## src/design/tphr_pkg.sv

```systemverilog
// ----------------------------------------------------------------------------
// Threshold peak heart rate package
// Widths, limits and register indexes shared by the heart rate estimator.
// ----------------------------------------------------------------------------
package tphr_pkg;

   // Most region peaks that take part in one record.
   localparam int MAX_PEAKS = 32;

   // Field widths.
   localparam int SAMPLE_W = 16;
   localparam int TICK_W   = 32;
   localparam int TMS_W    = 10;
   localparam int BPM_W    = 10;
   localparam int PEAK_W   = $clog2(MAX_PEAKS + 1);

   // Milliseconds in one minute, and the result ceiling.
   localparam int MS_W = 16;
   localparam logic [MS_W-1:0]  MS_PER_MINUTE = 16'd60000;
   localparam logic [BPM_W-1:0] BPM_LIMIT     = 10'd1023;

   // Divider widths: numerator is 60000 * (peaks - 1), divisor is span * tick_ms.
   localparam int NUM_W  = MS_W + PEAK_W;
   localparam int DEN_W  = TICK_W + TMS_W;
   localparam int STEP_W = $clog2(NUM_W);

   // Configuration port.
   localparam int CSR_ADDR_W = 1;
   localparam int CSR_DATA_W = SAMPLE_W;
   localparam logic [CSR_ADDR_W-1:0] REG_THRESHOLD = 1'd0;
   localparam logic [CSR_ADDR_W-1:0] REG_TICK_MS   = 1'd1;

   // Reset values of the registers.
   localparam logic [SAMPLE_W-1:0] THRESHOLD_RESET = 16'd32768;
   localparam logic [TMS_W-1:0]    TICK_MS_RESET   = 10'd10;

endpackage

```

## src/design/threshold_peak_heart_rate.sv

```systemverilog
// ----------------------------------------------------------------------------
// Threshold peak heart rate estimator
// A request that is not the last of a record is taken while idle and gives no result.
// A last request gives its result through a setup state with the two multipliers,
// a divide state on a shared restoring divide subtractor, and a done state.
// The block takes no request from setup until the done state loads its result, which
// waits while an earlier result is stalled. Synchronous reset restores the
// registers to their defaults and clears all record state; no clearing pass is needed.
// ----------------------------------------------------------------------------
module threshold_peak_heart_rate (
   input  logic                                clock,
   input  logic                                reset,
   // Request channel
   input  logic                                req_valid,
   output logic                                req_stall,
   input  logic [tphr_pkg::SAMPLE_W-1:0]       req_sample,
   input  logic [tphr_pkg::TICK_W-1:0]         req_tick,
   input  logic                                req_last,
   // Result channel
   output logic                                rsp_valid,
   input  logic                                rsp_stall,
   output logic [tphr_pkg::BPM_W-1:0]          rsp_beats_per_minute,
   output logic                                rsp_valid_res,
   output logic [tphr_pkg::PEAK_W-1:0]         rsp_peaks_found,
   // Configuration port
   input  logic                                csr_wr_en,
   input  logic [tphr_pkg::CSR_ADDR_W-1:0]     csr_addr,
   input  logic [tphr_pkg::CSR_DATA_W-1:0]     csr_wdata
);

   localparam int SAMPLE_W = tphr_pkg::SAMPLE_W;
   localparam int TICK_W   = tphr_pkg::TICK_W;
   localparam int TMS_W    = tphr_pkg::TMS_W;
   localparam int BPM_W    = tphr_pkg::BPM_W;
   localparam int PEAK_W   = tphr_pkg::PEAK_W;
   localparam int NUM_W    = tphr_pkg::NUM_W;
   localparam int DEN_W    = tphr_pkg::DEN_W;
   localparam int STEP_W   = tphr_pkg::STEP_W;

   typedef enum logic [3:0] {
      ST_IDLE   = 4'b0001,
      ST_SETUP  = 4'b0010,
      ST_DIVIDE = 4'b0100,
      ST_DONE   = 4'b1000
   } state_type;

   state_type             state_ff, state_in;

   logic [SAMPLE_W-1:0]   threshold_ff;
   logic [TMS_W-1:0]      tick_ms_ff;

   logic                  in_region_ff, in_region_in;
   logic [SAMPLE_W-1:0]   region_max_ff, region_max_in;
   logic [TICK_W-1:0]     region_tick_ff, region_tick_in;
   logic [TICK_W-1:0]     first_tick_ff, first_tick_in;
   logic [TICK_W-1:0]     latest_tick_ff, latest_tick_in;
   logic [PEAK_W-1:0]     peak_total_ff, peak_total_in;

   logic [PEAK_W-1:0]     count_ff, count_in;
   logic [TICK_W-1:0]     span_ff, span_in;
   logic                  valid_ff, valid_in;
   logic [NUM_W-1:0]      num_ff, num_in;
   logic [DEN_W-1:0]      den_ff, den_in;
   logic [DEN_W-1:0]      rem_ff, rem_in;
   logic [NUM_W-1:0]      quot_ff, quot_in;
   logic [STEP_W-1:0]     step_ff, step_in;

   logic                  rsp_valid_ff, rsp_valid_in;
   logic [BPM_W-1:0]      rsp_bpm_ff, rsp_bpm_in;
   logic                  rsp_vres_ff;
   logic [PEAK_W-1:0]     rsp_peaks_ff;

   logic                  req_accept;
   logic                  above;
   logic                  raise_peak;
   logic [SAMPLE_W-1:0]   step_max;
   logic [TICK_W-1:0]     step_tick;
   logic                  do_close;
   logic [TICK_W-1:0]     close_tick;
   logic                  room;
   logic [PEAK_W-1:0]     total_fin;
   logic [TICK_W-1:0]     first_fin;
   logic [TICK_W-1:0]     latest_fin;
   logic [DEN_W:0]        rem_shift;
   logic [DEN_W:0]        rem_diff;
   logic                  rsp_load;

   assign req_stall  = (state_ff != ST_IDLE);
   assign req_accept = req_valid && !req_stall;

   // Configuration registers.
   always_ff @(posedge clock) begin
      if (reset) begin
         threshold_ff <= tphr_pkg::THRESHOLD_RESET;
         tick_ms_ff   <= tphr_pkg::TICK_MS_RESET;
      end else if (csr_wr_en) begin
         case (csr_addr)
            tphr_pkg::REG_THRESHOLD: threshold_ff <= csr_wdata;
            tphr_pkg::REG_TICK_MS:   tick_ms_ff   <= csr_wdata[TMS_W-1:0];
            default: ;
         endcase
      end
   end

   // Region tracking: open or raise a region on a sample above threshold, close it
   // on a sample at or below, and close a still open region on the last sample.
   always_comb begin
      above      = (req_sample > threshold_ff);
      raise_peak = !in_region_ff || (req_sample >= region_max_ff);
      step_max   = raise_peak ? req_sample : region_max_ff;
      step_tick  = raise_peak ? req_tick : region_tick_ff;
      do_close   = above ? req_last : in_region_ff;
      close_tick = above ? step_tick : region_tick_ff;
      room       = (peak_total_ff < PEAK_W'(tphr_pkg::MAX_PEAKS));

      total_fin  = peak_total_ff;
      first_fin  = first_tick_ff;
      latest_fin = latest_tick_ff;
      if (do_close && room) begin
         total_fin  = peak_total_ff + PEAK_W'(1);
         latest_fin = close_tick;
         if (peak_total_ff == '0) begin
            first_fin = close_tick;
         end
      end

      in_region_in   = in_region_ff;
      region_max_in  = region_max_ff;
      region_tick_in = region_tick_ff;
      first_tick_in  = first_tick_ff;
      latest_tick_in = latest_tick_ff;
      peak_total_in  = peak_total_ff;
      if (req_accept) begin
         if (req_last) begin
            in_region_in   = 1'b0;
            region_max_in  = '0;
            region_tick_in = '0;
            first_tick_in  = '0;
            latest_tick_in = '0;
            peak_total_in  = '0;
         end else begin
            in_region_in   = above;
            region_max_in  = above ? step_max : '0;
            region_tick_in = above ? step_tick : '0;
            first_tick_in  = first_fin;
            latest_tick_in = latest_fin;
            peak_total_in  = total_fin;
         end
      end
   end

   // One restoring divide step on the shared subtractor.
   always_comb begin
      rem_shift = {rem_ff, num_ff[NUM_W-1]};
      rem_diff  = rem_shift - {1'b0, den_ff};
   end

   // Sequencer: capture the record, form the operands, divide, then hand off.
   always_comb begin
      state_in = state_ff;
      count_in = count_ff;
      span_in  = span_ff;
      valid_in = valid_ff;
      num_in   = num_ff;
      den_in   = den_ff;
      rem_in   = rem_ff;
      quot_in  = quot_ff;
      step_in  = step_ff;
      rsp_load = 1'b0;
      case (state_ff)
         ST_IDLE: begin
            if (req_accept && req_last) begin
               count_in = total_fin;
               span_in  = latest_fin - first_fin;
               state_in = ST_SETUP;
            end
         end
         ST_SETUP: begin
            num_in   = NUM_W'(tphr_pkg::MS_PER_MINUTE) * NUM_W'(count_ff - PEAK_W'(1));
            den_in   = DEN_W'(span_ff) * DEN_W'(tick_ms_ff);
            valid_in = (count_ff >= PEAK_W'(2)) && (span_ff != '0) && (tick_ms_ff != '0);
            rem_in   = '0;
            step_in  = '0;
            state_in = ST_DIVIDE;
         end
         ST_DIVIDE: begin
            if (!rem_diff[DEN_W]) begin
               rem_in = rem_diff[DEN_W-1:0];
            end else begin
               rem_in = rem_shift[DEN_W-1:0];
            end
            quot_in = {quot_ff[NUM_W-2:0], !rem_diff[DEN_W]};
            num_in  = {num_ff[NUM_W-2:0], 1'b0};
            step_in = step_ff + STEP_W'(1);
            if (step_ff == STEP_W'(NUM_W - 1)) begin
               state_in = ST_DONE;
            end
         end
         ST_DONE: begin
            if (!rsp_valid_ff || !rsp_stall) begin
               rsp_load = 1'b1;
               state_in = ST_IDLE;
            end
         end
         default: state_in = ST_IDLE;
      endcase
   end

   // Saturated result, zero when the record is invalid.
   always_comb begin
      if (!valid_ff) begin
         rsp_bpm_in = '0;
      end else if (quot_ff > NUM_W'(tphr_pkg::BPM_LIMIT)) begin
         rsp_bpm_in = tphr_pkg::BPM_LIMIT;
      end else begin
         rsp_bpm_in = quot_ff[BPM_W-1:0];
      end
      rsp_valid_in = rsp_load || (rsp_valid_ff && rsp_stall);
   end

   // Control and record state.
   always_ff @(posedge clock) begin
      if (reset) begin
         state_ff       <= ST_IDLE;
         rsp_valid_ff   <= 1'b0;
         in_region_ff   <= 1'b0;
         region_max_ff  <= '0;
         region_tick_ff <= '0;
         first_tick_ff  <= '0;
         latest_tick_ff <= '0;
         peak_total_ff  <= '0;
      end else begin
         state_ff       <= state_in;
         rsp_valid_ff   <= rsp_valid_in;
         in_region_ff   <= in_region_in;
         region_max_ff  <= region_max_in;
         region_tick_ff <= region_tick_in;
         first_tick_ff  <= first_tick_in;
         latest_tick_ff <= latest_tick_in;
         peak_total_ff  <= peak_total_in;
      end
   end

   // Divider datapath and result payload.
   always_ff @(posedge clock) begin
      count_ff <= count_in;
      span_ff  <= span_in;
      valid_ff <= valid_in;
      num_ff   <= num_in;
      den_ff   <= den_in;
      rem_ff   <= rem_in;
      quot_ff  <= quot_in;
      step_ff  <= step_in;
      if (rsp_load) begin
         rsp_bpm_ff   <= rsp_bpm_in;
         rsp_vres_ff  <= valid_ff;
         rsp_peaks_ff <= count_ff;
      end
   end

   assign rsp_valid            = rsp_valid_ff;
   assign rsp_beats_per_minute = rsp_bpm_ff;
   assign rsp_valid_res        = rsp_vres_ff;
   assign rsp_peaks_found      = rsp_peaks_ff;

`ifndef SYNTH
   // A last request starts the operand setup.
   a_last_starts: assert property (@(posedge clock) disable iff (reset)
      (req_valid && !req_stall && req_last) |=> (state_ff == ST_SETUP))
      else $error("last request did not start the setup");

   // A last request leaves the record state cleared.
   a_last_clears: assert property (@(posedge clock) disable iff (reset)
      (req_valid && !req_stall && req_last) |=> (peak_total_ff == '0 && !in_region_ff))
      else $error("record state not cleared after last request");

   // The peak count never passes its limit.
   a_count_cap: assert property (@(posedge clock) disable iff (reset)
      peak_total_ff <= PEAK_W'(tphr_pkg::MAX_PEAKS))
      else $error("peak count above limit");

   // An invalid result reports zero beats per minute.
   a_invalid_zero: assert property (@(posedge clock) disable iff (reset)
      (rsp_valid_ff && !rsp_vres_ff) |-> (rsp_bpm_ff == '0))
      else $error("invalid result with nonzero rate");

   // A finished divide that is not blocked shows a result next cycle.
   a_done_shows: assert property (@(posedge clock) disable iff (reset)
      (state_ff == ST_DONE && (!rsp_valid_ff || !rsp_stall)) |=> rsp_valid_ff)
      else $error("finished divide produced no result");
`endif

endmodule

```

## config.mk

```make
export PLATFORM = sky130hd
export DESIGN_NAME = threshold_peak_heart_rate
export DESIGN_NICKNAME = d
export VERILOG_FILES = /design/src/design/tphr_pkg.sv /design/src/design/threshold_peak_heart_rate.sv
export SDC_FILE = /design/constraint.sdc
export NUM_CORES = 2
export LEC_CHECK = 0
export ABC_CLOCK_PERIOD_IN_PS = 6800
export BUFFER_PORTS_ARGS = -buffer_cell sky130_fd_sc_hd__buf_2
export CELL_PAD_IN_SITES_DETAIL_PLACEMENT = 1
export CELL_PAD_IN_SITES_GLOBAL_PLACEMENT = 2
export CORE_ASPECT_RATIO = 1.4
export CORE_MARGIN = 5
export CORE_UTILIZATION = 42
export CTS_BUF_LIST = sky130_fd_sc_hd__clkbuf_2
export DETAILED_ROUTE_END_ITERATION = 16
export GPL_ROUTABILITY_DRIVEN = 0
export PLACE_DENSITY_LB_ADDON = 0.25
export SLEW_MARGIN = 40
export SYNTH_ARGS = -nofsm -noshare
export SYNTH_HDL_FRONTEND = slang
export SYNTH_SLANG_ARGS = --single-unit
export TNS_END_PERCENT = 10
```

## constraint.sdc

```tcl
create_clock -name clock -period 6.8 [get_ports clock]
set_clock_uncertainty 0.15 [all_clocks]
set_input_delay 1.02 -clock clock [delete_from_list [all_inputs] [get_ports clock]]
set_output_delay 1.02 -clock clock [all_outputs]
set_load 0.01 [all_outputs]
```

==> metrics.cfg <==
[outcome]
outcome=complete, no violations

[global_route]
grt_util_all_layers=0.219
grt_max_degree=94
antenna_found_initial=3
overflow=0
grt_first_pass_wirelength_um=134000
grt_pass1_vias=25800

[min_path]
hold_path_class=primary input to flip-flop

[worst_setup_path]
worstPathMaxFanout=10
endpoint_kind=flip-flop
start_kind=flip-flop
crit_type=flip-flop to flip-flop
critical_path_arrival_ns=7.15
cp.required_ns=7.50

[timing]
min_period_ns=6.45
holdWs_ns=0.209
hold_viol_final=0
drv_slew=0
fin_tns_setup_ns=0
rsz0062_at_grt=false
setup_viol=0
fmax_ghz=0.155
worstMarginPinSlew_ns=0.839
slew_headroom=0.441
period_share=0.949

[route]
drt_wl_total_um=81100
wl_per_cell_um=18.9
drc=0
vias=22700
first_pass_iters=4
ant_nets=0
drt_iter0_drc=916
routed_via_density=5.30

[finish]
fin_util=0.472
drive_gt1_frac=0.109
layout_commonest_cell=nand2_1
nNetsFinal=3857
area_growth_pct=11.6
n_fill_cell=8022
final_cells=4291
layout_common_cells=430 x nand2_1, 330 x inv_1, 264 x fa_1

[synth]
syn_area_um2=29100
avgSynthCellArea_um2=9.38
ys.flop_type=edfxtp_1
synth_cells=3105
syn_nets=3669
yosys_register_bits=334
ys_types=89
postSynth.asyncResetShare=0
yosys_warnings=0
synth-edff-count=184
seq_area_frac_synth=0.293

[clock_network]
cts_sinks=334
clk_latency_ns=1.17
cts.path.max_buffers=3
clkTransAtPathRegs_ns=0.14
tritoncts=done
cts_buffers=89
htreeDepth=3
root_buffer=clkbuf_2

[die]
dieArea_um2=74800
die_width_um=233
die_y_um=322
core_area_um2=68900
start_util=0.423
rows=114
io_pins=90

[placement]
hpwl_um=61300
io_buffers=89
place_inst=4030

[power]
powerDensity_nw_per_um2=369
vdd.ir_drop.worst_uv=171
p_leak_nw=14.5

[job]
drv.max_cap_violation_count=0

==> flip-flops by register name (all words and copies together), names as in the netlist <==
signal and flops:
count_ff 6, den_ff 42, first_tick_ff 32, in_region_ff 1, latest_tick_ff 32, num_ff 17, peak_total_ff 6, quot_ff 22
region_max_ff 16, region_tick_ff 32, rem_ff 42, rsp_beats_per_minute 10, rsp_peaks_found 6, rsp_valid 1, rsp_valid_res 1, span_ff 32
state_ff 4, step_ff 5, threshold_ff 16, tick_ms_ff 10, valid_ff 1
==> worst max-delay path: stages, from the launching register on <==
cell and delay [ns]:
dfxtp_1 0.51, buf_4 0.23, and2_1 0.17, fa_1 0.43, fa_1 0.57, fa_1 0.44, fa_1 0.59, inv_1 0.07
fa_1 0.53, inv_1 0.04, ha_1 0.34, nand4_1 0.17, nor3_1 0.24, o311a_1 0.33, o21bai_1 0.10, a21boi_0 0.26
o21ai_0 0.20, a21oi_2 0.25, mux2i_1 0.10, a2111oi_0 0.45
==> metrics by stage <==
step | setup WS (ns) | cell area (µm²) | total power [mW]
2_1_floorplan | 0.743 | 29100 | 8.45
4_1_cts | 0.113 | 32300 | 12.1
5_1_grt | 0.0164 | 32500 | 13.2
3_5_place_dp | 0.131 | 30700 | 10.4
6_report | 0.345 | 32500 | 12.0
3_3_place_gp | 0.192 | 30600 | 10.1
==> cells by family after synthesis <==
kind of cell / synth area share
buffers and inverters: 0.0653
AND/OR/NAND/NOR: 0.157
AO/OA/AOI/OAI: 0.145
flip-flops: 0.293
adder cells (fa/ha/maj): 0.280
XOR/XNOR: 0.0400
multiplexers: 0.0201
==> routing by layer <==
metal  part of all wire  vias up  GRT usage
li1                   -    10900          -
met1               0.41    11400      0.258
met2               0.52      326      0.402
met3              0.030      159     0.0324
met4              0.034        2     0.0822
met5            0.00016        -          0
==> path summary, 6_finish.rpt <==
path	from	end	slack, ns	cells after the start
worst max-delay path	tick_ms_ff[4]$_SDFFE_PP0P_	den_ff[29]$_DFFE_PP_	0.35	19
worst min-delay path	reset	region_max_ff[13]$_SDFFE_PP0P_	0.21	2
worst max register to register	tick_ms_ff[4]$_SDFFE_PP0P_	den_ff[29]$_DFFE_PP_	0.35	19
worst min register to register	first_tick_ff[15]$_SDFFE_PP0P_	first_tick_ff[15]$_SDFFE_PP0P_	0.30	2
==> synthesized netlist by cell type (26+ instances only) <==
master / count / area (µm²)
clkbuf_1: 117 / 439
buf_2: 26 / 130
edfxtp_1: 184 / 5530
ha_1: 229 / 2870
inv_1: 331 / 1240
a22o_1: 31 / 272
nand3_1: 36 / 180
nor3_1: 26 / 130
a21o_1: 67 / 503
o21ai_0: 84 / 420
nor2_1: 161 / 604
nand2_1: 431 / 1620
xor2_1: 42 / 368
a21oi_1: 181 / 906
xnor2_1: 91 / 797
fa_1: 264 / 5290
dfxtp_1: 150 / 3000
o21a_1: 51 / 383
a22oi_1: 51 / 383
and2_1: 170 / 1060
mux2i_1: 38 / 380
o21ai_1: 43 / 215
==> what timing repair did <==
item	CTS	global route
gates resized for setup	0	8
hold buffers	79	0
endpoints found under the hold margin	74	0
setup endpoints to repair	0	9
buffers inserted	0	20
==> where the power goes <==
| part | internal [mW] | total (mW) | leakage [nW] | switching, mW |
|---|---|---|---|---|
| clock | 0.651 | 1.59 | 0.637 | 0.939 |
| sequential | 2.64 | 2.87 | 2.89 | 0.228 |
| combinational | 3.18 | 7.54 | 11.0 | 4.36 |
==> area by class of cell <==
class | instances | area [µm²] | area share
timing repair buffer | 249 | 1900 | 0.0584
inverter | 332 | 1250 | 0.0385
sequential | 334 | 8530 | 0.262
multi-input combinational | 2287 | 18800 | 0.578
clock buffer | 122 | 611 | 0.0188
tap | 928 | 1160 | 0.0357
antenna | 4 | 10.0 | 0.000308
clock inverter | 35 | 268 | 0.00824
Note: power is estimated with default switching activity, not from simulation.
